**src/hdl/vtu_pkg.sv**
```systemverilog
`timescale 1ns / 1ps
`default_nettype none

package vtu_pkg;

    // Field widths
    localparam int COORD_WIDTH = 32;
    localparam int ANGLE_WIDTH = 16;
    localparam int MODE_WIDTH  = 3;
    localparam int TRIG_WIDTH  = 32;
    localparam int ACC_WIDTH   = 32;
    localparam int OPA_WIDTH   = (TRIG_WIDTH > COORD_WIDTH) ? TRIG_WIDTH : COORD_WIDTH;

    // Operation codes
    localparam logic [MODE_WIDTH-1:0] MODE_TRANSLATE = 3'd0;
    localparam logic [MODE_WIDTH-1:0] MODE_ROTATE_X  = 3'd1;
    localparam logic [MODE_WIDTH-1:0] MODE_ROTATE_Y  = 3'd2;
    localparam logic [MODE_WIDTH-1:0] MODE_ROTATE_Z  = 3'd3;
    localparam logic [MODE_WIDTH-1:0] MODE_SCALE     = 3'd4;

    // Quadrant codes of the angle fold
    localparam logic [1:0] QUAD_0 = 2'd0;
    localparam logic [1:0] QUAD_1 = 2'd1;
    localparam logic [1:0] QUAD_2 = 2'd2;
    localparam logic [1:0] QUAD_3 = 2'd3;

    // Angle fold: one eighth of a turn centers each quadrant
    localparam logic [ANGLE_WIDTH-1:0] ANGLE_OCTANT = 16'h2000;

    // CORDIC setup
    localparam int CORDIC_STAGES_DEFAULT = 16;
    localparam int MAX_STAGES            = 24;
    localparam logic signed [TRIG_WIDTH-1:0] CORDIC_GAIN = 32'sd652032874;

    // Arctangent of 2^-i in units of 2^-32 turn
    localparam logic [ACC_WIDTH-1:0] ATAN_TURNS [MAX_STAGES] = '{
        32'h20000000, 32'h12E4051E, 32'h09FB385B, 32'h051111D4, 32'h028B0D43,
        32'h0145D7E1, 32'h00A2F61E, 32'h00517C55, 32'h0028BE53, 32'h00145F2F,
        32'h000A2F98, 32'h000517CC, 32'h00028BE6, 32'h000145F3, 32'h0000A2FA,
        32'h0000517D, 32'h000028BE, 32'h0000145F, 32'h00000A30, 32'h00000518,
        32'h0000028C, 32'h00000146, 32'h000000A3, 32'h00000051
    };

    // Fraction bits dropped after each product kind
    localparam int ROT_FRAC   = 30;
    localparam int SCALE_FRAC = 16;

    // Register stages of an axis lane
    localparam int LANE_LATENCY = 3;

    typedef struct packed {
        logic [MODE_WIDTH-1:0]         mode;
        logic signed [COORD_WIDTH-1:0] vertex_x;
        logic signed [COORD_WIDTH-1:0] vertex_y;
        logic signed [COORD_WIDTH-1:0] vertex_z;
        logic signed [COORD_WIDTH-1:0] operand_x;
        logic signed [COORD_WIDTH-1:0] operand_y;
        logic signed [COORD_WIDTH-1:0] operand_z;
        logic [ANGLE_WIDTH-1:0]        turn_angle;
    } request_t;

    typedef struct packed {
        logic signed [COORD_WIDTH-1:0] result_x;
        logic signed [COORD_WIDTH-1:0] result_y;
        logic signed [COORD_WIDTH-1:0] result_z;
        logic                          saturated;
    } result_t;

    typedef struct packed {
        logic signed [TRIG_WIDTH-1:0] x;
        logic signed [TRIG_WIDTH-1:0] y;
        logic signed [ACC_WIDTH-1:0]  z;
    } cordic_t;

    typedef struct packed {
        logic [1:0] quad;
        request_t   req;
        cordic_t    rot;
    } stage_t;

    typedef enum logic [1:0] {
        LANE_PASS,
        LANE_ADD,
        LANE_ROTATE,
        LANE_SCALE
    } lane_kind_t;

    typedef struct packed {
        lane_kind_t                    kind;
        logic signed [OPA_WIDTH-1:0]   a1;
        logic signed [COORD_WIDTH-1:0] b1;
        logic signed [OPA_WIDTH-1:0]   a2;
        logic signed [COORD_WIDTH-1:0] b2;
    } lane_op_t;

endpackage

`default_nettype wire

```
**src/hdl/vtu_cordic_cell.sv**
```systemverilog
`timescale 1ns / 1ps
`default_nettype none

module vtu_cordic_cell #(
    parameter int STAGE_INDEX = 0,
    parameter logic signed [vtu_pkg::ACC_WIDTH-1:0] ATAN_STEP = vtu_pkg::ATAN_TURNS[0]
) (
    input  wire logic            clk,
    input  wire logic            rst_n,
    input  wire logic            in_valid,
    input  wire vtu_pkg::stage_t in_data,
    output logic                 out_valid,
    output vtu_pkg::stage_t      out_data
);

    logic                                  valid_reg;
    logic                                  valid_next;
    vtu_pkg::stage_t                       data_reg;
    vtu_pkg::stage_t                       data_next;
    logic signed [vtu_pkg::TRIG_WIDTH-1:0] x_shift;
    logic signed [vtu_pkg::TRIG_WIDTH-1:0] y_shift;

    // Floor shifts of both coordinates
    assign x_shift = in_data.rot.x >>> STAGE_INDEX;
    assign y_shift = in_data.rot.y >>> STAGE_INDEX;

    // Rotate one micro-step toward zero residual angle
    always_comb
    begin
        data_next = in_data;
        if (!in_data.rot.z[vtu_pkg::ACC_WIDTH-1])
        begin
            data_next.rot.x = in_data.rot.x - y_shift;
            data_next.rot.y = in_data.rot.y + x_shift;
            data_next.rot.z = in_data.rot.z - ATAN_STEP;
        end
        else
        begin
            data_next.rot.x = in_data.rot.x + y_shift;
            data_next.rot.y = in_data.rot.y - x_shift;
            data_next.rot.z = in_data.rot.z + ATAN_STEP;
        end
    end

    assign valid_next = in_valid;

    // Advance the request marker
    always_ff @(posedge clk or negedge rst_n)
    begin
        if (!rst_n)
            valid_reg <= 1'b0;
        else
            valid_reg <= valid_next;
    end

    // Hand the data to the next cell
    always_ff @(posedge clk)
    begin
        data_reg <= data_next;
    end

    assign out_valid = valid_reg;
    assign out_data  = data_reg;

endmodule

`default_nettype wire

```
**config.mk**
```make
export PLATFORM = sky130hd
export DESIGN_NAME = vtu_cordic_cell
export DESIGN_NICKNAME = d
export VERILOG_FILES = /design/src/hdl/vtu_pkg.sv /design/src/hdl/vtu_cordic_cell.sv
export SDC_FILE = /design/constraint.sdc
export NUM_CORES = 1
export LEC_CHECK = 0
export BUFFER_PORTS_ARGS = -buffer_cell sky130_fd_sc_hd__buf_4
export CAP_MARGIN = 10
export CORE_AREA = 2 2 239 241
export CTS_CLUSTER_SIZE = 30
export DETAILED_ROUTE_END_ITERATION = 12
export DIE_AREA = 0 0 241 243
export SETUP_SLACK_MARGIN = 0.3
export SYNTH_ARGS = -nofsm -noshare
export SYNTH_HDL_FRONTEND = slang
export SYNTH_SLANG_ARGS = --single-unit
export TNS_END_PERCENT = 30
```
**constraint.sdc**
```tcl
create_clock -name clk -period 0.8 [get_ports clk]
set_input_delay 0.04 -clock clk [delete_from_list [all_inputs] [get_ports clk]]
set_output_delay 0.04 -clock clk [all_outputs]
set_load 0.005 [all_outputs]
```
# Word level (Yosys, flattened, before mapping)
# Cells that the tools add are included.
# word_totals
register_bits	310
latch_bits	0
ram_bits	0
romBits	0
inputBits	312
out_inout_bits	310
word_cells	19
n_memories	0
# classes
addsub	5
mul	0
div	0
order_cmp	0
eq_ne	0
shift	0
mux	1
n_bitwise	0
n_reduce_logical	0
# op_table
operator	count
two-way mux 96 bit	1
subtractor 32 bit	2
adder 32 x 31 -> 32 bit, second input constant	1
adder 32 bit	1
subtractor 32 x 31 -> 32 bit, second input constant	1

# Longest topological paths before layout
# Gate-level depths: netlist of run 1.
# depth
depth_word	2
mapped_depth	12
ltp_nobuf	11

# Worst setup path after synthesis of run 1
# OpenSTA, ideal clock, no wires.
# synth_path
kind	input -> register
startpoint	input port in_data[32] (netlist bit)
endpoint	register data_reg (netlist bit out_data[94])
setup_time_ns	0.127
t_arrival_ns	2.285
required_ns	0.673
slack_ns	-1.612
path_stages	10
n_path_buf	0
path_cell_list	ha_1 -> fa_1 -> nor2b_1 -> o311ai_2 -> a31oi_2 -> o41ai_4 -> a21o_4 -> nor3_1 -> or3_1 -> xnor2_1
# synth_lines
element	line	text
from (decl)	vtu_cordic_cell.sv:11	input wire vtu_pkg::stage_t in_data,
to (signal assigned)	vtu_cordic_cell.sv:59	data_reg <= data_next;
to (decl)	vtu_cordic_cell.sv:18	vtu_pkg::stage_t data_reg;

==> results of run 1 <==
[final timing paths]
check,startpoint,to,slack [ns],depth (start not counted)
max in group asynchronous,rst_n,out_valid,0.39,3
min,in_data[64],out_data[32],-0.23,3
max,in_data[64],out_data[88],-1.18,12
min in group asynchronous,rst_n,out_valid,0.31,3
[layer usage]
layer | wire [µm] | vias up | GRT usage [%]
li1 | - | 6514 | -
met1 | 33200 | 6779 | 32.5
met2 | 37700 | 495 | 43.2
met3 | 5080 | 122 | 5.14
met4 | 3470 | 8 | 10.9
met5 | 51 | - | 0
[kinds of logic (layout without fill, tap and decap cells)]
kind of cell    after synthesis  count (layout)  share of synthesized area [%]
simple gates                223             223                           9.15
compound gates              308             308                           17.5
flops                       309             309                           52.1
other cells                   0              11                              0
mux                          15              15                           1.30
xor+xnor                     61              61                           4.50
fa+ha+maj                    98              98                           10.6
buf+inv                     145            1430                           4.89
[flip-flops by register name, summed over array words and instances, names as in the netlist]
signal / count
out_data: 308
out_valid: 1
[per-stage QoR]
step                      std cells  util (%)  setup slack [ns]  power (mW)
final                          3211      47.9             -1.18        50.9
after global placement         2840      36.0             -1.94        29.5
after global routing           3205      47.8             -1.24        52.9
after floorplan                1159         -             -1.53        21.4
after CTS                      3177      45.9             -1.10        50.3
after detailed placement       2840      36.0             -1.97        29.4
[report_power, final]
group | total, mW | internal [mW] | switching, mW
sequential | 18.0 | 17.0 | 0.944
combinational | 15.2 | 8.57 | 6.63
clock | 17.7 | 10.4 | 7.29
total | 50.9 | 36.1 | 14.9
[critical path: stages]
cell and delay [ns]:
buf_12 0.11, ha_4 0.16, fa_2 0.36, nor2b_4 0.14
o311ai_4 0.31, a31oi_4 0.17, o41ai_4 0.38, a21o_4 0.23
buf_6 0.11, o31ai_4 0.08, a21oi_2 0.20, xnor2_2 0.15
[cell usage after synthesis, types with 3 or more instances]
library cell / count / share of area, %
a211o_1: 4 / 0.29
a211oi_1: 10 / 0.63
a21boi_0: 4 / 0.25
a21o_1: 18 / 1.1
a21oi_1: 104 / 4.4
a31oi_1: 7 / 0.37
and2_1: 3 / 0.16
and3_1: 5 / 0.26
buf_1: 3 / 0.095
buf_2: 14 / 0.59
buf_4: 3 / 0.19
clkbuf_1: 23 / 0.73
dfxtp_1: 308 / 52
fa_1: 4 / 0.67
ha_1: 94 / 9.9
inv_1: 100 / 3.2
mux2_2: 3 / 0.28
mux2i_1: 12 / 1.0
nand2_1: 47 / 1.5
nand2b_1: 10 / 0.53
nand3_1: 12 / 0.51
nand4_1: 13 / 0.68
nor2_1: 70 / 2.2
nor2b_1: 14 / 0.74
nor3_1: 23 / 0.97
nor4_1: 6 / 0.32
o2111ai_1: 3 / 0.22
o211ai_1: 13 / 0.82
o21a_1: 11 / 0.69
o21ai_0: 62 / 2.6
o21bai_1: 12 / 0.76
o221ai_1: 3 / 0.22
o31ai_1: 13 / 0.82
o31ai_2: 3 / 0.32
or2_2: 3 / 0.16
or3_1: 7 / 0.37
xnor2_1: 56 / 4.1
xor2_1: 5 / 0.37
[cell type report]
cell class                 instances  area, µm²
antenna                           11       27.5
fill                            5154      29200
clock inverter                    17        248
clock buffer                      46       1020
sequential                       309       6470
inverter                         101        418
multi-input combinational        705       6490
tap                              756        946
timing repair buffer            1266      11200
[what timing repair did]
item	4_1_cts	5_1_grt
hold buffers	246	1
hold endpoints to repair	259	12
pin swaps	94	77
resized for setup	460	265
endpoints found under the setup margin	372	374
setup buffers	28	22
==> results by group, run 1 <==
Critical path
  • Worst-path fanout max: 6
  • Worst EP arrival: 2.46 ns
  • Req. time, crit path: 1.28 ns
  • WS Path Type: in2reg
  • Nature of the critical path startpoint: input port
  • CP endpoint kind: flip-flop

Timing
  • Hold slack: -0.232 ns
  • Fin crit period: 1.98 ns
  • Slew @ Worst Pin: 0.560 ns
  • Fin. max-slew vios: 0
  • Unrepaired setup endpoints after global routing: yes
  • Final setup TNS: -123.32 ns
  • Final period util: 247%
  • Slew margin rel.: 62.7%
  • Crit path setup slack, layout: -1.18 ns
  • Final count of hold timing violations: 10
  • Final setup vio count: 367
  • Fmax: 0.506 GHz

Logic synthesis
  • Asr flop ratio synth: 0.324%
  • Top FF cell, synth: dfxtp_1
  • Synth cell types: 82
  • Syn Area/Cell: 10.3 µm²
  • Synthesized Nets: 1569
  • Warnings, synthesis: 0
  • Sequential area share after synthesis: 52.1%
  • Seq cells post-synth: 309
  • Mapped Area: 0.0119 mm²
  • Post-Synthesis Cells: 1159
  • EDFF count, synth: 0

GRT
  • Overall Global Routing Usage: 26.0%
  • First-pass GRT wire length: 108 mm
  • Total gr overflow: 0
  • Initial antenna violation count: 15
  • Number of global-route vias before repair: 14.9k
  • Largest net degree at the start of global routing: 34

Outcome
  • Outcome: finished with violations
  • Failing checks: negative hold slack, negative setup slack

Clock tree
  • Inserted Clock Buffers: 37
  • CTS Buffer Depth: 3
  • TritonCTS Sinks: 309
  • CTS tree: yes
  • Clock-pin slew on the worst setup and hold paths: 0.06 ns
  • CTS root buffer: clkbuf_16
  • CTS H-tree lvls: 2

Finish
  • Share of post-route cells with drive strength above 1: 60.3%
  • Most frequent cells in the layout: buf_4 (770), dlygate4sd3_1 (246), buf_6 (234), dfxtp_2 (144), dfxtp_1 (137)
  • Final net count: 2830
  • Most common cell after layout, fill and taps aside: buf_4
  • Area delta synth->final: 125%
  • Design Area, Final: 0.0268 mm²

Floorplan
  • Row cnt: 87
  • Height of the die: 243 µm
  • Io pins: 622
  • Die W: 241 µm
  • Core area: 0.0560 mm²
  • Die area: 0.0586 mm²
  • Starting Density: 21.2%

Drt
  • Via count: 13.9k
  • DR WL/cell: 24.8 µm
  • Final WL: 79.5 mm
  • DRT antenna net count: 0
  • Residual DRC: 0
  • First-pass DRT Iterations: 5
  • Number of vias per cell: 4.33
  • Iteration-0 DRC Markers: 632

Pwr
  • Leak: 12.3 nW
  • Worst VDD drop: 1.49 mV
  • PD cells: 1900 mW/mm²

Placement
  • Post-DP HPWL: 63.3 mm
  • Placed inst area: 0.0201 mm²
  • RePlAce Congestion: 0.972
  • Port buffer count: 621

Hold path
  • Hold crit path type: in2reg

Flow run
  • Max cap viols: 0
Note: power is estimated with default switching activity, not from simulation.
==> run 2, diff against run 1 <==
- ABC_AREA: not set -> 1
- CORE_AREA: 2 2 239 241 -> 2 2 244 246
- DIE_AREA: 0 0 241 243 -> 0 0 246 248
==> run 2 against run 1 <==
The flow still finishes with violations (negative hold slack, negative setup slack). Global-route usage is 1.7 points higher. Power grew 2.1%. Hold slack lost 0.034 ns. Critical path type unchanged.
==> results by group, run 2 <==
Hold path
  • Hold crit path type: in2reg
  • Hold Path Depth: 2 (-1)

Clock tree
  • Inserted Clock Buffers: 39 (+5.4%)
  • CTS Buffer Depth: 3 (unchanged)
  • CTS tree: yes
  • Clock-pin slew on the worst setup and hold paths: 0.06 ns (about the same)
  • TritonCTS Sinks: 309 (unchanged)
  • CTS H-tree lvls: 2 (unchanged)
  • Hold buffers post-CTS: 246 (unchanged)
  • CTS root buffer: clkbuf_16

Pwr
  • Worst VDD drop: 1.65 mV (+11%)
  • Leak: 14.7 nW (+19%)
  • Psw: 16.4 mW (+10%)
  • Sequential share of power: 33.9% (-1.4 points)
  • Combinational power share: 31.4% (+1.6 points)
  • P_int: 35.6 mW (-1.3%)
  • Clk pwr share: 34.7% (about the same)
  • Total power: 52.0 mW (+2.1%)
  • PD cells: 1780 mW/mm² (-6.6%)
  • Sw Ratio: 31.6% (+2.4 points)

Drt
  • Via count: 16.7k (+20%)
  • First-pass DRT Iterations: 5 (unchanged)
  • Final WL: 89.6 mm (+13%)
  • DRT antenna net count: 0 (unchanged)
  • Residual DRC: 0 (unchanged)
  • Iteration-0 DRC Markers: 823 (+30%)
  • DR WL/cell: 23.4 µm (-5.7%)
  • Number of vias per cell: 4.35 (+0.33%)

Placement
  • Dpl ws: -1.18 ns (+0.784 ns)
  • Post-DP HPWL: 72.9 mm (+15%)
  • RePlAce Congestion: 0.977 (+0.51%)
  • Port buffer count: 621 (unchanged)

GRT
  • Number of global-route vias before repair: 16.4k (+10%)
  • Overall Global Routing Usage: 27.7% (+1.7 points)
  • First-pass GRT wire length: 117 mm (+8.6%)
  • Total gr overflow: 0 (unchanged)
  • Initial antenna violation count: 34 (+19)
  • Largest net degree at the start of global routing: 29 (-15%)

Finish
  • Most frequent cells in the layout: buf_4 (696), nand2_1 (400), inv_1 (248), dlygate4sd3_1 (246), buf_6 (188)
  • Layout fillers: 5436 (+5.5%)
  • Most common cell after layout, fill and taps aside: buf_4
  • Largest register FFs: 308 (unchanged)
  • Area delta synth->final: 115%
  • Share of post-route cells with drive strength above 1: 55.5% (-4.7 points)
  • Final net count: 3436 (+21%)

Critical path
  • Slowest CP cell: ha_4
  • Nature of the critical path startpoint: input port
  • Crit-path cells: buf_8 -> ha_4 -> buf_6 -> nor2_4 -> nand2_1 -> nand2_2 -> inv_1 -> nand2_2 -> nand2_1 -> nand2_2 -> nand2_2 -> nand2_2 -> nand2_2 -> nand3_2 -> nand2_1
  • Worst path most repeated cell: nand2_2
  • Crit-path max cell delay: 0.30 ns (-0.08 ns)
  • WS Path Type: in2reg
  • Worst-path fanout max: 8 (+2)
  • Worst EP arrival: 1.61 ns (-0.85 ns)
  • Req. time, crit path: 1.25 ns (-0.03 ns)
  • CP endpoint kind: flip-flop

Floorplan
  • Height of the die: 248 µm (+2.1%)
  • Die W: 246 µm (+2.1%)
  • Die area: 0.0610 mm² (+4.2%)
  • Core area: 0.0585 mm² (+4.5%)
  • Starting Density: 23.3% (+2.1 points)
  • Row cnt: 89 (+2.3%)
  • Io pins: 622 (unchanged)

Logic synthesis
  • Top-count cell post-synth: nand2_1
  • Mapped Area: 0.0136 mm² (+15%)
  • Top post-synthesis cells by count: nand2_1 (619), inv_1 (329), dfxtp_1 (308)
  • Yosys top cell by area: dfxtp_1
  • Synth cell types: 34 (-59%)
  • Warnings, synthesis: 0 (unchanged)
  • Syn Area/Cell: 7.34 µm² (-28%)
  • Synth top area cells: dfxtp_1 (45%), nand2_1 (17%), inv_1 (9.1%)
  • Synthesized Nets: 2267 (+44%)
  • Top FF cell, synth: dfxtp_1
  • Post-Synthesis Cells: 1857 (+60%)
  • Sequential area share after synthesis: 45.4% (-6.7 points)
  • EDFF count, synth: 0 (unchanged)
  • Asr flop ratio synth: 0.324% (unchanged)
  • Share of the synthesized area in the top cell type: 45.2% (-6.6 points)
  • Seq cells post-synth: 309 (unchanged)

Timing
  • Hold slack: -0.266 ns (-0.0342 ns)
  • Final setup vio count: 368 (+0.27%)
  • Fin crit period: 1.16 ns (-0.817 ns)
  • Crit path setup slack, layout: -0.360 ns (+0.817 ns)
  • Slew @ Worst Pin: 0.413 ns (-0.146 ns)
  • Slew margin rel.: 72.1% (+9.5 points)
  • Final period util: 145% (-100 points)
  • Fmax: 0.862 GHz (+70%)
  • Fin. max-slew vios: 0 (unchanged)
  • Final count of hold timing violations: 6 (-4)
  • Unrepaired setup endpoints after global routing: yes

Flow run
  • Max cap viols: 0 (unchanged)

Outcome
  • Outcome: finished with violations
  • Failing checks: negative hold slack, negative setup slack
## run 2: metal layers
layer	vias up	GRT usage, %	wire (µm)
met5	-	0	234
met4	34	11.7	4560
met3	193	10.8	8570
met2	648	47.1	42900
met1	7812	30.8	33400
li1	8003	-	-
## run 2: power groups by stage
stage	Clock [mW]	Sequential, mW	Combinational, mW
after global placement	0	17.7	11.9
after detailed placement	0	17.6	11.9
final	18.0	17.6	16.3
after floorplan	0	17.5	4.75
after CTS	18.5	17.5	14.7
after global routing	19.0	17.7	17.4
## run 2: final cells by class
type	count	area (µm²)	area share (%)
inverters	334	1330	4.54
well taps	773	967	3.30
flip-flops and latches	309	6420	21.9
multi-input cells	1172	8750	29.9
clock buffers	55	1140	3.89
repair buffers	1170	10500	35.9
diodes	11	27.5	0.0940
clock inverters	14	143	0.487
## run 2: kinds of logic (layout without fill, tap and decap cells)
| logic type | after synthesis | after routing | share of synthesized area [%] |
|---|---|---|---|
| other | 0 | 11 | 0 |
| AND/OR/NAND/NOR | 913 | 913 | 27.5 |
| flip-flops | 309 | 309 | 45.4 |
| adder cells (fa/ha/maj) | 98 | 98 | 9.22 |
| XOR/XNOR | 26 | 26 | 1.67 |
| buffers and inverters | 376 | 1573 | 10.8 |
| AO/OA/AOI/OAI | 135 | 135 | 5.38 |
## run 2: final timing paths
| path | startpoint | to | slack [ns] |
|---|---|---|---|
| max in group asynchronous | rst_n | out_valid | 0.35 |
| worst min-delay path | in_data[30] | out_data[30] | -0.27 |
| min in group asynchronous | rst_n | out_valid | 0.34 |
| worst max-delay path | in_data[69] | out_data[55] | -0.36 |
## run 2: timing repair
| action | 4_1_cts | 5_1_grt |
|---|---|---|
| setup buffers | 39 | 43 |
| resized for setup | 529 | 482 |
| setup endpoints to repair | 372 | 374 |
| pin swaps | 120 | 206 |
| endpoints found under the hold margin | 254 | 6 |
## run 2: worst max-delay path: cells and delay by family
family	cells	cell delay [ns]
simple gates	11	0.96
fa+ha+maj	1	0.30
buf+inv	3	0.30
## run 2: metrics by stage
stage	TNS, ns	cells	utilization [%]	hold slack [ns]	instance area, µm²
4_1_cts	-98.61	3784	46.6	-0.299	27300
2_1_floorplan	-31.19	1857	-	-0.256	14400
3_3_place_gp	-57.34	3430	36.8	-0.185	21500
3_5_place_dp	-57.97	3430	36.8	-0.184	21500
5_1_grt	-103.96	3833	50.0	-0.247	29300
6_report	-89.96	3838	50.1	-0.266	29300
==> run 3, diff against run 2 <==
- RECOVER_POWER: not set -> 25
==> run 3 against run 2 <==
The run still ends with negative hold slack, negative setup slack left. Power hardly changed. Worst setup slack worse by 0.0066 ns. Clock power about the same. Wire length about the same. Combinational power hardly changed. Largest power group unchanged.
==> results by group, run 3 (synthesis results as in run 2) <==
Outcome
  • Outcome: finished with violations
  • Failing checks: negative hold slack, negative setup slack

Clock tree
  • Clock-pin slew on the worst setup and hold paths: 0.06 ns (about the same)
  • CTS root buffer: clkbuf_16
  • TritonCTS Sinks: 309 (unchanged)
  • Hold buffers post-CTS: 246 (unchanged)
  • Inserted Clock Buffers: 39 (unchanged)
  • CTS tree: yes
  • CTS H-tree lvls: 2 (unchanged)
  • CTS Buffer Depth: 3 (unchanged)

Floorplan
  • Row cnt: 89 (unchanged)
  • Core area: 0.0585 mm² (unchanged)
  • Die W: 246 µm (unchanged)
  • Height of the die: 248 µm (unchanged)
  • Die area: 0.0610 mm² (unchanged)
  • Io pins: 622 (unchanged)
  • Starting Density: 23.3% (unchanged)

Critical path
  • Worst-path fanout max: 8 (unchanged)
  • Worst EP arrival: 1.62 ns (about the same)
  • Worst path most repeated cell: nand2_2
  • Slowest CP cell: ha_4
  • Req. time, crit path: 1.25 ns (about the same)
  • Nature of the critical path startpoint: input port
  • Top delay family on crit path: simple AND/OR/NAND/NOR gates
  • WS Path Type: in2reg
  • CP endpoint kind: flip-flop
  • Crit-path max cell delay: 0.30 ns (about the same)
  • Buf/Inv on CP: 3 (unchanged)
  • Crit-path cells: buf_8 -> ha_4 -> buf_6 -> nor2_4 -> nand2_1 -> nand2_2 -> inv_1 -> nand2_2 -> nand2_1 -> nand2_2 -> nand2_2 -> nand2_2 -> nand2_2 -> nand3_2 -> nand2_1

Drt
  • Final WL: 89.5 mm (about the same)
  • Number of vias per cell: 4.36 (+0.17%)
  • Routed length on met3: 8.62 mm (+0.61%)
  • Iteration-0 DRC Markers: 772 (-6.2%)
  • Met2 wire length: 42.8 mm (-0.11%)
  • Uppermost layer routed: met5
  • Via count: 16.7k (+0.17%)
  • DRT antenna net count: 0 (unchanged)
  • Residual DRC: 0 (unchanged)
  • First-pass DRT Iterations: 5 (unchanged)
  • DR WL/cell: 23.3 µm (about the same)
  • Met1 WL: 33.3 mm (-0.19%)

Finish
  • Most frequent cells in the layout: buf_4 (635), nand2_1 (400), inv_1 (248), dlygate4sd3_1 (246), buf_6 (188)
  • Final net count: 3436 (unchanged)
  • Share of post-route cells with drive strength above 1: 55.5% (-0.065 points)
  • Utilization after layout: 50.1% (about the same)
  • Most common cell after layout, fill and taps aside: buf_4
  • Largest register FFs: 308 (unchanged)
  • Design Area, Final: 0.0293 mm² (about the same)
  • Area delta synth->final: 115% (about the same)

GRT
  • Initial antenna violation count: 34 (unchanged)
  • First-pass GRT wire length: 117 mm (unchanged)
  • Largest net degree at the start of global routing: 29 (unchanged)
  • Total gr overflow: 0 (unchanged)
  • Overall Global Routing Usage: 27.7% (unchanged)
  • Number of global-route vias before repair: 16.4k (unchanged)

Pwr
  • Worst VDD drop: 1.65 mV (about the same)
  • Leak: 14.7 nW (-0.13%)
  • PD cells: 1780 mW/mm² (about the same)

Placement
  • Port buffer count: 621 (unchanged)
  • Post-DP HPWL: 72.9 mm (unchanged)
  • RePlAce Congestion: 0.977 (unchanged)
  • Dpl ws: -1.18 ns (unchanged)
  • Placed inst area: 0.0215 mm² (unchanged)

Timing
  • Hold slack: -0.265 ns (+0.00118 ns)
  • Crit path setup slack, layout: -0.366 ns (-0.00656 ns)
  • Slew @ Worst Pin: 0.421 ns (+0.00713 ns)
  • Final count of hold timing violations: 6 (unchanged)
  • Slew margin rel.: 71.7% (-0.48 points)
  • Fin. max-slew vios: 0 (unchanged)
  • Final period util: 146% (+0.82 points)
  • Unrepaired setup endpoints after global routing: yes
  • Fin crit period: 1.17 ns (+0.00656 ns)
  • Fmax: 0.857 GHz (-0.56%)
  • Final setup vio count: 368 (unchanged)

Hold path
  • Hold Path Sink: out_data[30]
  • Hold Path Depth: 2 (unchanged)
  • Hold crit path type: in2reg
  • HP Start: in_data[30]

Flow run
  • Max cap viols: 0 (unchanged)
[run 3: cell count changes in the layout (fill, tap and decap cells not counted)]
cell / previous run / this run
clkbuf_4: 0 / 59
clkbuf_1: 8 / 10
buf_4: 696 / 635
[run 3: layer usage]
layer	vias to the layer above	global-route usage [%]
met5	-	0
met4	32	11.7
met3	188	10.8
met2	665	47.1
met1	7831	30.8
li1	8003	-
[run 3: layout make-up]
| class | instances | area, µm² |
|---|---|---|
| diodes | 11 | 27.5 |
| clock buffers | 55 | 1140 |
| clock inverters | 14 | 143 |
| fillers | 5440 | 29200 |
| inverters | 334 | 1330 |
| multi-input cells | 1172 | 8750 |
| flip-flops and latches | 309 | 6420 |
| well taps | 773 | 967 |
| repair buffers | 1170 | 10500 |
[run 3: what timing repair did]
action	in CTS	in global routing
endpoints found under the hold margin	254	6
gates resized for setup	529	482
setup endpoints to repair	372	374
pin swaps	120	206
buffers inserted	39	43
[run 3: worst max path at each step]
stage / startpoint / endpoint / slack [ns] / depth (start not counted)
floorplan: in_data[44] / out_data[93] / -0.58 / 13
global placement: in_data[64] / out_data[72] / -1.17 / 12
detailed placement: in_data[64] / out_data[72] / -1.18 / 12
CTS: out_data[83] / out_data[83] / -0.34 / 1
global route: in_data[41] / out_data[55] / -0.47 / 15
finish: in_data[69] / out_data[55] / -0.37 / 15
[run 3: metrics by stage]
stage	hold WS [ns]	power (mW)	cells	setup TNS, ns
CTS	-0.299	50.6	3784	-98.61
detailed placement	-0.184	29.5	3430	-57.97
finish	-0.265	52.0	3838	-90.10
global route	-0.247	54.1	3833	-103.96
floorplan	-0.256	22.2	1857	-31.19
global placement	-0.185	29.5	3430	-57.34
[run 3: where the power goes]
part | internal, mW | switching (mW) | total [mW]
registers | 16.8 | 0.812 | 17.6
logic | 8.16 | 8.17 | 16.3
clock network | 10.6 | 7.42 | 18.0
total | 35.6 | 16.4 | 52.0
